--- config.mk ---
export PLATFORM = sky130hd
export DESIGN_NAME = matrix_row_column_sort
export DESIGN_NICKNAME = d
export VERILOG_FILES = /design/src/design/mrcs_pkg.sv /design/src/design/mrcs_ram.sv /design/src/design/matrix_row_column_sort.sv
export SDC_FILE = /design/constraint.sdc
export NUM_CORES = 2
export LEC_CHECK = 0
export ABC_AREA = 1
export BUFFER_PORTS_ARGS = -buffer_cell sky130_fd_sc_hd__buf_4
export CORE_MARGIN = 2
export CORE_UTILIZATION = 50
export CTS_CLUSTER_SIZE = 20
export DETAILED_ROUTE_END_ITERATION = 8
export PLACE_DENSITY = 0.73
export SYNTH_ARGS = -nofsm -noshare
export SYNTH_HDL_FRONTEND = slang
export SYNTH_HIERARCHICAL = 1
export SYNTH_SLANG_ARGS = --single-unit
--- constraint.sdc ---
create_clock -name clk -period 5.4 [get_ports clk]
set_clock_uncertainty 0.1 [all_clocks]
set_input_delay 0.81 -clock clk [delete_from_list [all_inputs] [get_ports clk]]
set_output_delay 0.81 -clock clk [all_outputs]
set_load 0.05 [all_outputs]
--- src/design/mrcs_pkg.sv ---
// Shared constants and helpers for the matrix row/column sorter.
// No dependencies; imported by mrcs_ram users and the top level.
`default_nettype none

package mrcs_pkg;

    // Matrix geometry
    localparam int ROWS_MAX  = 8;
    localparam int COLS_MAX  = 8;
    localparam int DEPTH     = ROWS_MAX * COLS_MAX;
    localparam int ADDR_W    = $clog2(DEPTH);

    // Field widths
    localparam int DATA_W    = 32;
    localparam int DIM_W     = 4;
    localparam int ROW_W     = 3;
    localparam int COL_W     = 3;
    localparam int CFG_IDX_W = 2;

    // Configuration register indexes
    localparam logic [CFG_IDX_W-1:0] REG_ROW_COUNT   = 2'd0;
    localparam logic [CFG_IDX_W-1:0] REG_COL_COUNT   = 2'd1;
    localparam logic [CFG_IDX_W-1:0] REG_SORT_BY_ROW = 2'd2;
    localparam logic [CFG_IDX_W-1:0] REG_DESCENDING  = 2'd3;

    typedef logic [DIM_W-1:0]  dim_t;
    typedef logic [ADDR_W-1:0] addr_t;

    // Limit a configured dimension to 1..max
    function automatic dim_t clamp_dim(input dim_t v, input dim_t max_v);
        dim_t res;
        if (v == '0)
            res = dim_t'(1);
        else if (v > max_v)
            res = max_v;
        else
            res = v;
        return res;
    endfunction

    // Store location of element (r, c)
    function automatic addr_t addr_of(input logic [ROW_W-1:0] r,
                                      input logic [COL_W-1:0] c);
        addr_t res;
        res = ADDR_W'(int'(r) * COLS_MAX + int'(c));
        return res;
    endfunction

endpackage

`default_nettype wire

--- src/design/mrcs_ram.sv ---
// Generic single-write, single-read synchronous RAM with registered read.
// No dependencies.
`default_nettype none

module mrcs_ram #(
    parameter int WIDTH = 32,
    parameter int DEPTH = 64
) (
    input  wire logic                     clk,
    input  wire logic                     we,
    input  wire logic [$clog2(DEPTH)-1:0] waddr,
    input  wire logic [WIDTH-1:0]         wdata,
    input  wire logic [$clog2(DEPTH)-1:0] raddr,
    output logic      [WIDTH-1:0]         rdata
);

    logic [WIDTH-1:0] mem [DEPTH];

    // Write port and registered read port
    always_ff @(posedge clk)
    begin
        if (we)
        begin
            mem[waddr] <= wdata;
        end
        rdata <= mem[raddr];
    end

endmodule

`default_nettype wire

--- src/design/matrix_row_column_sort.sv ---
// Top level of the matrix row/column sorter: load, bubble sort and emission
// sequencer around one 64 x 32 RAM. Depends on mrcs_pkg and mrcs_ram.
`default_nettype none

// Elements are taken one per cycle (start high, busy low) in row-major order.
// The element that completes a row_count x col_count matrix raises busy; the
// block then sorts each row (or column) with bubble passes and emits the whole
// matrix in row-major order, one result per cycle on result_valid, which the
// receiver must take as it comes. Every compare-and-swap reads the RAM once
// and writes it once, the element that bubbles forward being carried in a
// register, so one compare fits in each cycle. With n elements per line and
// L lines the sort runs the L lines in turn (it is skipped when n is 1),
// then all rows*cols results are emitted. Configuration writes are always
// taken at once and must only be issued while busy is low and the last
// result has gone out.
module matrix_row_column_sort (
    input  wire logic                            clk,
    input  wire logic                            rst_n,
    // element request
    input  wire logic                            start,
    output logic                                 busy,
    input  wire logic signed [mrcs_pkg::DATA_W-1:0] element,
    // configuration writes
    input  wire logic                            cfg_valid,
    output logic                                 cfg_ready,
    input  wire logic [mrcs_pkg::CFG_IDX_W-1:0]  cfg_index,
    input  wire logic [mrcs_pkg::DIM_W-1:0]      cfg_data,
    // results
    output logic                                 result_valid,
    output logic signed [mrcs_pkg::DATA_W-1:0]   sorted_value,
    output logic [mrcs_pkg::ROW_W-1:0]           row_index,
    output logic [mrcs_pkg::COL_W-1:0]           col_index,
    output logic                                 last_of_run
);

    import mrcs_pkg::*;

    localparam logic [1:0] ST_LOAD  = 2'd0;
    localparam logic [1:0] ST_SORT  = 2'd1;
    localparam logic [1:0] ST_DRAIN = 2'd2;
    localparam logic [1:0] ST_EMIT  = 2'd3;

    // Configuration
    dim_t row_count_reg, col_count_reg;
    logic sort_by_row_reg, descending_reg;

    logic [1:0] state_reg, state_next;

    // Load position
    logic [ROW_W-1:0] ld_r_reg;
    logic [COL_W-1:0] ld_c_reg;

    // Sort sequencer
    logic [ROW_W-1:0] ln_reg;      // current line
    logic [ROW_W-1:0] pass_reg;
    logic [ROW_W-1:0] j_reg;       // element within line being read

    // Compare stage
    logic                     s1_valid_reg, s1_first_reg, s1_last_reg;
    addr_t                    s1_addr_reg, prev_addr_reg, flush_addr_reg;
    logic                     flush_reg;
    logic signed [DATA_W-1:0] carry_reg, carry_next;

    // Emission
    logic [ROW_W-1:0] e_r_reg, o_row_reg;
    logic [COL_W-1:0] e_c_reg, o_col_reg;
    logic             o_valid_reg, o_last_reg;

    // RAM ports
    logic                 ram_we;
    addr_t                ram_waddr, ram_raddr;
    logic [DATA_W-1:0]    ram_wdata, ram_rdata;

    dim_t rows, cols, line_len, line_cnt, lim;
    logic in_accept, load_done, skip_sort;
    logic issue, j_end, pass_end, line_end;
    logic emit_end;
    logic signed [DATA_W-1:0] rd_val;
    logic ooo, stay_we;
    addr_t sort_raddr;

    // Dimensions in use
    always_comb
    begin
        rows     = clamp_dim(row_count_reg, DIM_W'(ROWS_MAX));
        cols     = clamp_dim(col_count_reg, DIM_W'(COLS_MAX));
        line_len = sort_by_row_reg ? cols : rows;
        line_cnt = sort_by_row_reg ? rows : cols;
        lim      = line_len - dim_t'(1) - dim_t'(pass_reg);
    end

    assign busy      = (state_reg != ST_LOAD);
    assign cfg_ready = 1'b1;
    assign in_accept = start && !busy;
    assign load_done = (dim_t'(ld_c_reg) == cols - dim_t'(1))
                    && (dim_t'(ld_r_reg) == rows - dim_t'(1));
    assign skip_sort = (line_len < dim_t'(2));

    // Sort read sequencing
    assign issue      = (state_reg == ST_SORT);
    assign j_end      = (dim_t'(j_reg) == lim);
    assign pass_end   = (dim_t'(pass_reg) == line_len - dim_t'(2));
    assign line_end   = (dim_t'(ln_reg) == line_cnt - dim_t'(1));
    assign sort_raddr = sort_by_row_reg ? addr_of(ln_reg, j_reg) : addr_of(j_reg, ln_reg);

    assign emit_end = (dim_t'(e_r_reg) == rows - dim_t'(1))
                   && (dim_t'(e_c_reg) == cols - dim_t'(1));

    // Compare and carry: the element that must go later travels forward
    always_comb
    begin
        rd_val  = $signed(ram_rdata);
        ooo     = descending_reg ? (carry_reg < rd_val) : (carry_reg > rd_val);
        stay_we = s1_valid_reg && !s1_first_reg;
        if (s1_valid_reg && !s1_first_reg && ooo)
            carry_next = carry_reg;
        else if (s1_valid_reg)
            carry_next = rd_val;
        else
            carry_next = carry_reg;
    end

    // RAM write and read selection
    always_comb
    begin
        ram_we    = 1'b0;
        ram_waddr = prev_addr_reg;
        ram_wdata = carry_reg;
        priority if (in_accept)
        begin
            ram_we    = 1'b1;
            ram_waddr = addr_of(ld_r_reg, ld_c_reg);
            ram_wdata = element;
        end
        else if (stay_we)
        begin
            ram_we    = 1'b1;
            ram_waddr = prev_addr_reg;
            ram_wdata = ooo ? rd_val : carry_reg;
        end
        else if (flush_reg)
        begin
            ram_we    = 1'b1;
            ram_waddr = flush_addr_reg;
            ram_wdata = carry_reg;
        end
        ram_raddr = (state_reg == ST_EMIT) ? addr_of(e_r_reg, e_c_reg) : sort_raddr;
    end

    mrcs_ram #(
        .WIDTH (DATA_W),
        .DEPTH (DEPTH)
    ) u_store (
        .clk   (clk),
        .we    (ram_we),
        .waddr (ram_waddr),
        .wdata (ram_wdata),
        .raddr (ram_raddr),
        .rdata (ram_rdata)
    );

    // State sequencing
    always_comb
    begin
        state_next = state_reg;
        unique case (state_reg)
            ST_LOAD:
            begin
                if (in_accept && load_done)
                    state_next = skip_sort ? ST_EMIT : ST_SORT;
            end
            ST_SORT:
            begin
                if (j_end && pass_end && line_end)
                    state_next = ST_DRAIN;
            end
            ST_DRAIN:
            begin
                if (!s1_valid_reg && !flush_reg)
                    state_next = ST_EMIT;
            end
            ST_EMIT:
            begin
                if (emit_end)
                    state_next = ST_LOAD;
            end
            default:
            begin
                state_next = ST_LOAD;
            end
        endcase
    end

    // Control registers
    always_ff @(posedge clk or negedge rst_n)
    begin
        if (!rst_n)
        begin
            row_count_reg   <= dim_t'(8);
            col_count_reg   <= dim_t'(8);
            sort_by_row_reg <= 1'b1;
            descending_reg  <= 1'b0;
            state_reg       <= ST_LOAD;
            ld_r_reg        <= '0;
            ld_c_reg        <= '0;
            ln_reg          <= '0;
            pass_reg        <= '0;
            j_reg           <= '0;
            s1_valid_reg    <= 1'b0;
            flush_reg       <= 1'b0;
            e_r_reg         <= '0;
            e_c_reg         <= '0;
            o_valid_reg     <= 1'b0;
        end
        else
        begin
            state_reg <= state_next;

            // Load position; a new dimension drops a partial matrix
            if (cfg_valid && cfg_ready &&
                (cfg_index == REG_ROW_COUNT || cfg_index == REG_COL_COUNT))
            begin
                ld_r_reg <= '0;
                ld_c_reg <= '0;
            end
            else if (in_accept)
            begin
                if (dim_t'(ld_c_reg) == cols - dim_t'(1))
                begin
                    ld_c_reg <= '0;
                    ld_r_reg <= load_done ? '0 : ld_r_reg + 1'b1;
                end
                else
                begin
                    ld_c_reg <= ld_c_reg + 1'b1;
                end
            end

            // Configuration register writes
            if (cfg_valid && cfg_ready)
            begin
                unique case (cfg_index)
                    REG_ROW_COUNT:   row_count_reg   <= cfg_data;
                    REG_COL_COUNT:   col_count_reg   <= cfg_data;
                    REG_SORT_BY_ROW: sort_by_row_reg <= cfg_data[0];
                    REG_DESCENDING:  descending_reg  <= cfg_data[0];
                    default:         ;
                endcase
            end

            // Sort read counters: j over a pass, passes over a line, lines
            if (issue)
            begin
                if (j_end)
                begin
                    j_reg <= '0;
                    if (pass_end)
                    begin
                        pass_reg <= '0;
                        ln_reg   <= line_end ? '0 : ln_reg + 1'b1;
                    end
                    else
                    begin
                        pass_reg <= pass_reg + 1'b1;
                    end
                end
                else
                begin
                    j_reg <= j_reg + 1'b1;
                end
            end

            s1_valid_reg <= issue;
            flush_reg    <= s1_valid_reg && s1_last_reg;

            // Emission counters
            if (state_reg == ST_EMIT)
            begin
                if (dim_t'(e_c_reg) == cols - dim_t'(1))
                begin
                    e_c_reg <= '0;
                    e_r_reg <= emit_end ? '0 : e_r_reg + 1'b1;
                end
                else
                begin
                    e_c_reg <= e_c_reg + 1'b1;
                end
            end
            o_valid_reg <= (state_reg == ST_EMIT);
        end
    end

    // Payload registers
    always_ff @(posedge clk)
    begin
        if (issue)
        begin
            s1_first_reg <= (j_reg == '0);
            s1_last_reg  <= j_end;
            s1_addr_reg  <= sort_raddr;
        end
        if (s1_valid_reg)
        begin
            prev_addr_reg  <= s1_addr_reg;
            flush_addr_reg <= s1_addr_reg;
        end
        carry_reg <= carry_next;
        o_row_reg  <= e_r_reg;
        o_col_reg  <= e_c_reg;
        o_last_reg <= emit_end;
    end

    assign result_valid = o_valid_reg;
    assign sorted_value = $signed(ram_rdata);
    assign row_index    = o_row_reg;
    assign col_index    = o_col_reg;
    assign last_of_run  = o_valid_reg && o_last_reg;

    // Checks
    a_one_writer: assert property (@(posedge clk) disable iff (!rst_n)
        !(stay_we && flush_reg))
        else $error("compare write and carry flush collide");

    a_flush_follows_last: assert property (@(posedge clk) disable iff (!rst_n)
        flush_reg |-> $past(s1_valid_reg && s1_last_reg))
        else $error("carry flush without a final compare");

    a_result_from_emit: assert property (@(posedge clk) disable iff (!rst_n)
        result_valid |-> $past(state_reg == ST_EMIT))
        else $error("result outside emission");

    a_no_load_while_sorting: assert property (@(posedge clk) disable iff (!rst_n)
        (s1_valid_reg || flush_reg) |-> !in_accept)
        else $error("element accepted during sort");

    a_last_ends_emit: assert property (@(posedge clk) disable iff (!rst_n)
        last_of_run |-> (state_reg == ST_LOAD))
        else $error("final result while still emitting");

endmodule

`default_nettype wire
==> results.sh <==
export IMPL_grt_pass1_wl_microns=380000
export IMPL_antenna_left=0
export IMPL_fin_ws_ns=0.792
export IMPL_crit_chain="inv_1 -> ha_1 -> nand2_2 -> buf_4 -> inv_1 -> nand2_1 -> nand2_2"
export IMPL_setup_viol=0
export IMPL_antenna_found_initial=5
export IMPL_slew_viol_final=0
export IMPL_switchingPower_uw=22300
export IMPL_met2_usage_pct=43.1
export IMPL_outcome="finished, final reports clean"
export IMPL_syn_inst=7518
export IMPL_clock_path_buffers=3
export IMPL_cts_tree="yes"
export IMPL_finalHoldViolCount=0
export IMPL_clock_sinks=2169
export IMPL_p_leak_uw=0.0357
export IMPL_cpLargestDelayFamily="simple AND/OR/NAND/NOR gates"
export IMPL_ys_warn_count=6
export IMPL_post_cts_buffers=0
export IMPL_fin_nets=7632
export IMPL_hold_class="primary input to flip-flop"
export IMPL_portBuffers=82
export IMPL_drive_gt1_share_pct=9.88
export IMPL_pwr_share_clk_pct=24.6
export IMPL_synth_seq_area_share_pct=72.7
export IMPL_fin_hold_ws_ns=0.112
export IMPL_crit_fanout=64
export IMPL_die_y_microns=426
export IMPL_synthFlopType="edfxtp_1"
export IMPL_hold_path_startpoint="cfg_data[3]"
export IMPL_cp_start_kind="flip-flop"
export IMPL_seqCellArea_sq_um=64600
export IMPL_htreeDepth=4
export IMPL_cp_num_buf_inv=3
export IMPL_final_cell_mix="nand2_1, edfxtp_1, nand3_1, buf_4, clkbuf_16"
export IMPL_fmax_mhz=217
export IMPL_synthesis_nets=7613
export IMPL_via_per_inst=6.11
export IMPL_fillers=13605
export IMPL_routedWlPerCell_microns=26.2
export IMPL_multiInputGateArea_sq_um=21900
export IMPL_synthArstFlopShare_pct=1.66
export IMPL_synth_cell_types=49
export IMPL_drt_iter0_drc=9225
export IMPL_grt_util_met1_pct=39.1
export IMPL_synth_edff_count=2094
export IMPL_power_density_nw_per_um2=584
export IMPL_gr_total_overflow=0
export IMPL_max_slew_worst_pin_slew_ns=1.40
export IMPL_grt_max_degree=193
export IMPL_route_vias_total=61470
export IMPL_cts_resized_gates=0
export IMPL_seqPwrFrac_pct=41.1
export IMPL_cts_clk_slew_worst_paths_ns=0.07
export IMPL_slowest_stage="inv_1"
export IMPL_hold_buffers=1
export IMPL_wirelength_microns=263000
export IMPL_timing_worst_setup_path_type="flip-flop to flip-flop"
export IMPL_swShare_pct=38.3
export IMPL_critical_path_max_stage_delay_ns=1.06
export IMPL_grt_pass1_vias=57376
export IMPL_avgSynthCellArea_sq_um=11.8
export IMPL_p_int_uw=35900
export IMPL_rsz0062_at_grt="no"
export IMPL_grt_usage_pct=28.7
export IMPL_top_usage_layer="met2"
export IMPL_hpwl_microns=137000
export IMPL_gp_congestion=0.933
export IMPL_syn_to_final_growth_pct=12.2
export IMPL_grt_use_met3_pct=7.64
export IMPL_min_period_over_period_pct=85.3
export IMPL_initial_utilization_pct=50.4
export IMPL_core_sq_um=176000
export IMPL_cap_viol_max_count=0
export IMPL_r2r_start="state_reg[0]"
export IMPL_ys_ff_latch=2169
export IMPL_layout_commonest_cell="nand2_1"
export IMPL_critPathRequiredTime_ns=5.79
export IMPL_endpoint_kind="flip-flop"
export IMPL_worstSetupStartpoint="state_reg[0]"
export IMPL_syn_area_sq_um=88800
export IMPL_die_x_microns=426
export IMPL_numCtsBuffers=203
export IMPL_p_comb_share_pct=34.4
export IMPL_rows=154
export IMPL_relSlewSlack_pct=6.85
export IMPL_worstSkewPairLatency_ns=0.86
export IMPL_largest_reg_flops=2048
export IMPL_pin_count=84
export IMPL_place_ws_ns=0.941
export IMPL_drc=0
export IMPL_period_needed_ns=4.61
export IMPL_arrival_ns=5.00
export IMPL_drtPass1Iterations=6
export IMPL_max_vdd_ir_drop_uv=543
export IMPL_clockRootBuffer="clkbuf_16"
export IMPL_die_area_sq_um=181000
-- final timing paths --
check / cells after the start / end / slack [ns]
max in group asynchronous: 2 / row_count_reg[3] / 4.46
worst min register to register: 0 / col_index[2] / 0.31
worst max register to register: 7 / u_store/mem[2][12] / 0.79
worst max-delay path: 7 / u_store/mem[2][12] / 0.79
worst min-delay path: 3 / row_count_reg[3] / 0.11
min in group asynchronous: 2 / e_r_reg[1] / 0.38
-- tightest hold or removal path, cell delays in order --
cell and delay (ns):
buf_4 0.11, inv_1 0.06, o21ai_0 0.08
-- cells in the mapped netlist (5+ instances only) --
library cell  count  area share [%]
xnor2_1           5           0.049
nor2_1           82            0.35
dfxtp_1          39            0.88
nand2_2           6           0.042
a21oi_1          20            0.11
buf_6             7           0.089
xor2_1           17            0.17
edfxtp_1       2094              71
buf_2           288             1.6
nand3_2          33            0.37
ha_1             52            0.73
o22ai_1           5           0.035
o21ai_0          41            0.23
buf_4            46            0.39
dfrtp_1          33            0.93
inv_1           130            0.55
nand3_1        1962              11
clkbuf_1         84            0.35
nor4_1            9           0.063
inv_2            13           0.055
o21ai_1          13           0.073
nand4_1          14           0.099
buf_1            40            0.17
nand2_1        2449              10
-- logic make-up after synthesis --
logic type / Yosys count / share of synthesized area (%)
adders and majority gates: 53 / 0.755
other: 1 / 0.00422
AOI/OAI and AO/OA: 90 / 0.548
buffers and inverters: 615 / 3.34
xor gates and xnor gates: 22 / 0.217
and+or+nand+nor: 4568 / 22.5
DFF: 2169 / 72.7
-- per-stage QoR --
step           TNS (ns)  area [sq um]  total power, uW  instances  util [%]
6_report              0         99700            58200      10054      56.5
5_1_grt               0         99700            60200      10053      56.5
4_1_cts               0         99700            57700      10053      56.5
3_5_place_dp          0         93000            43600       9671      52.7
3_3_place_gp          0         93000            43100       9671      52.7
2_1_floorplan    -89.66         88800            36000       7518         -
-- metal layers --
layer,part of all wire [%],wire [microns],vias up
met5,0.030,78,-
met4,5.1,13400,12
met3,14,37200,702
met2,45,118000,4478
met1,36,94700,29703
li1,-,-,26575
-- area by class of cell --
cell class	count	share of cell area [%]
flip-flops and latches	2169	64.8
multi-input cells	4734	22.0
clock buffers	255	5.47
repair buffers	284	3.01
well taps	2340	2.94
clock inverters	126	1.22
inverters	145	0.584
diodes	1	0.00251
-- power by group through the flow --
stage,clock network [uW],logic (uW),registers (uW)
after floorplan,0,11500,24500
after global placement,0,19000,24100
after detailed placement,0,19400,24200
after CTS,14400,19500,23800
after global routing,15000,21300,23900
final,14300,20000,23900
(Power assumes the default switching activity.)
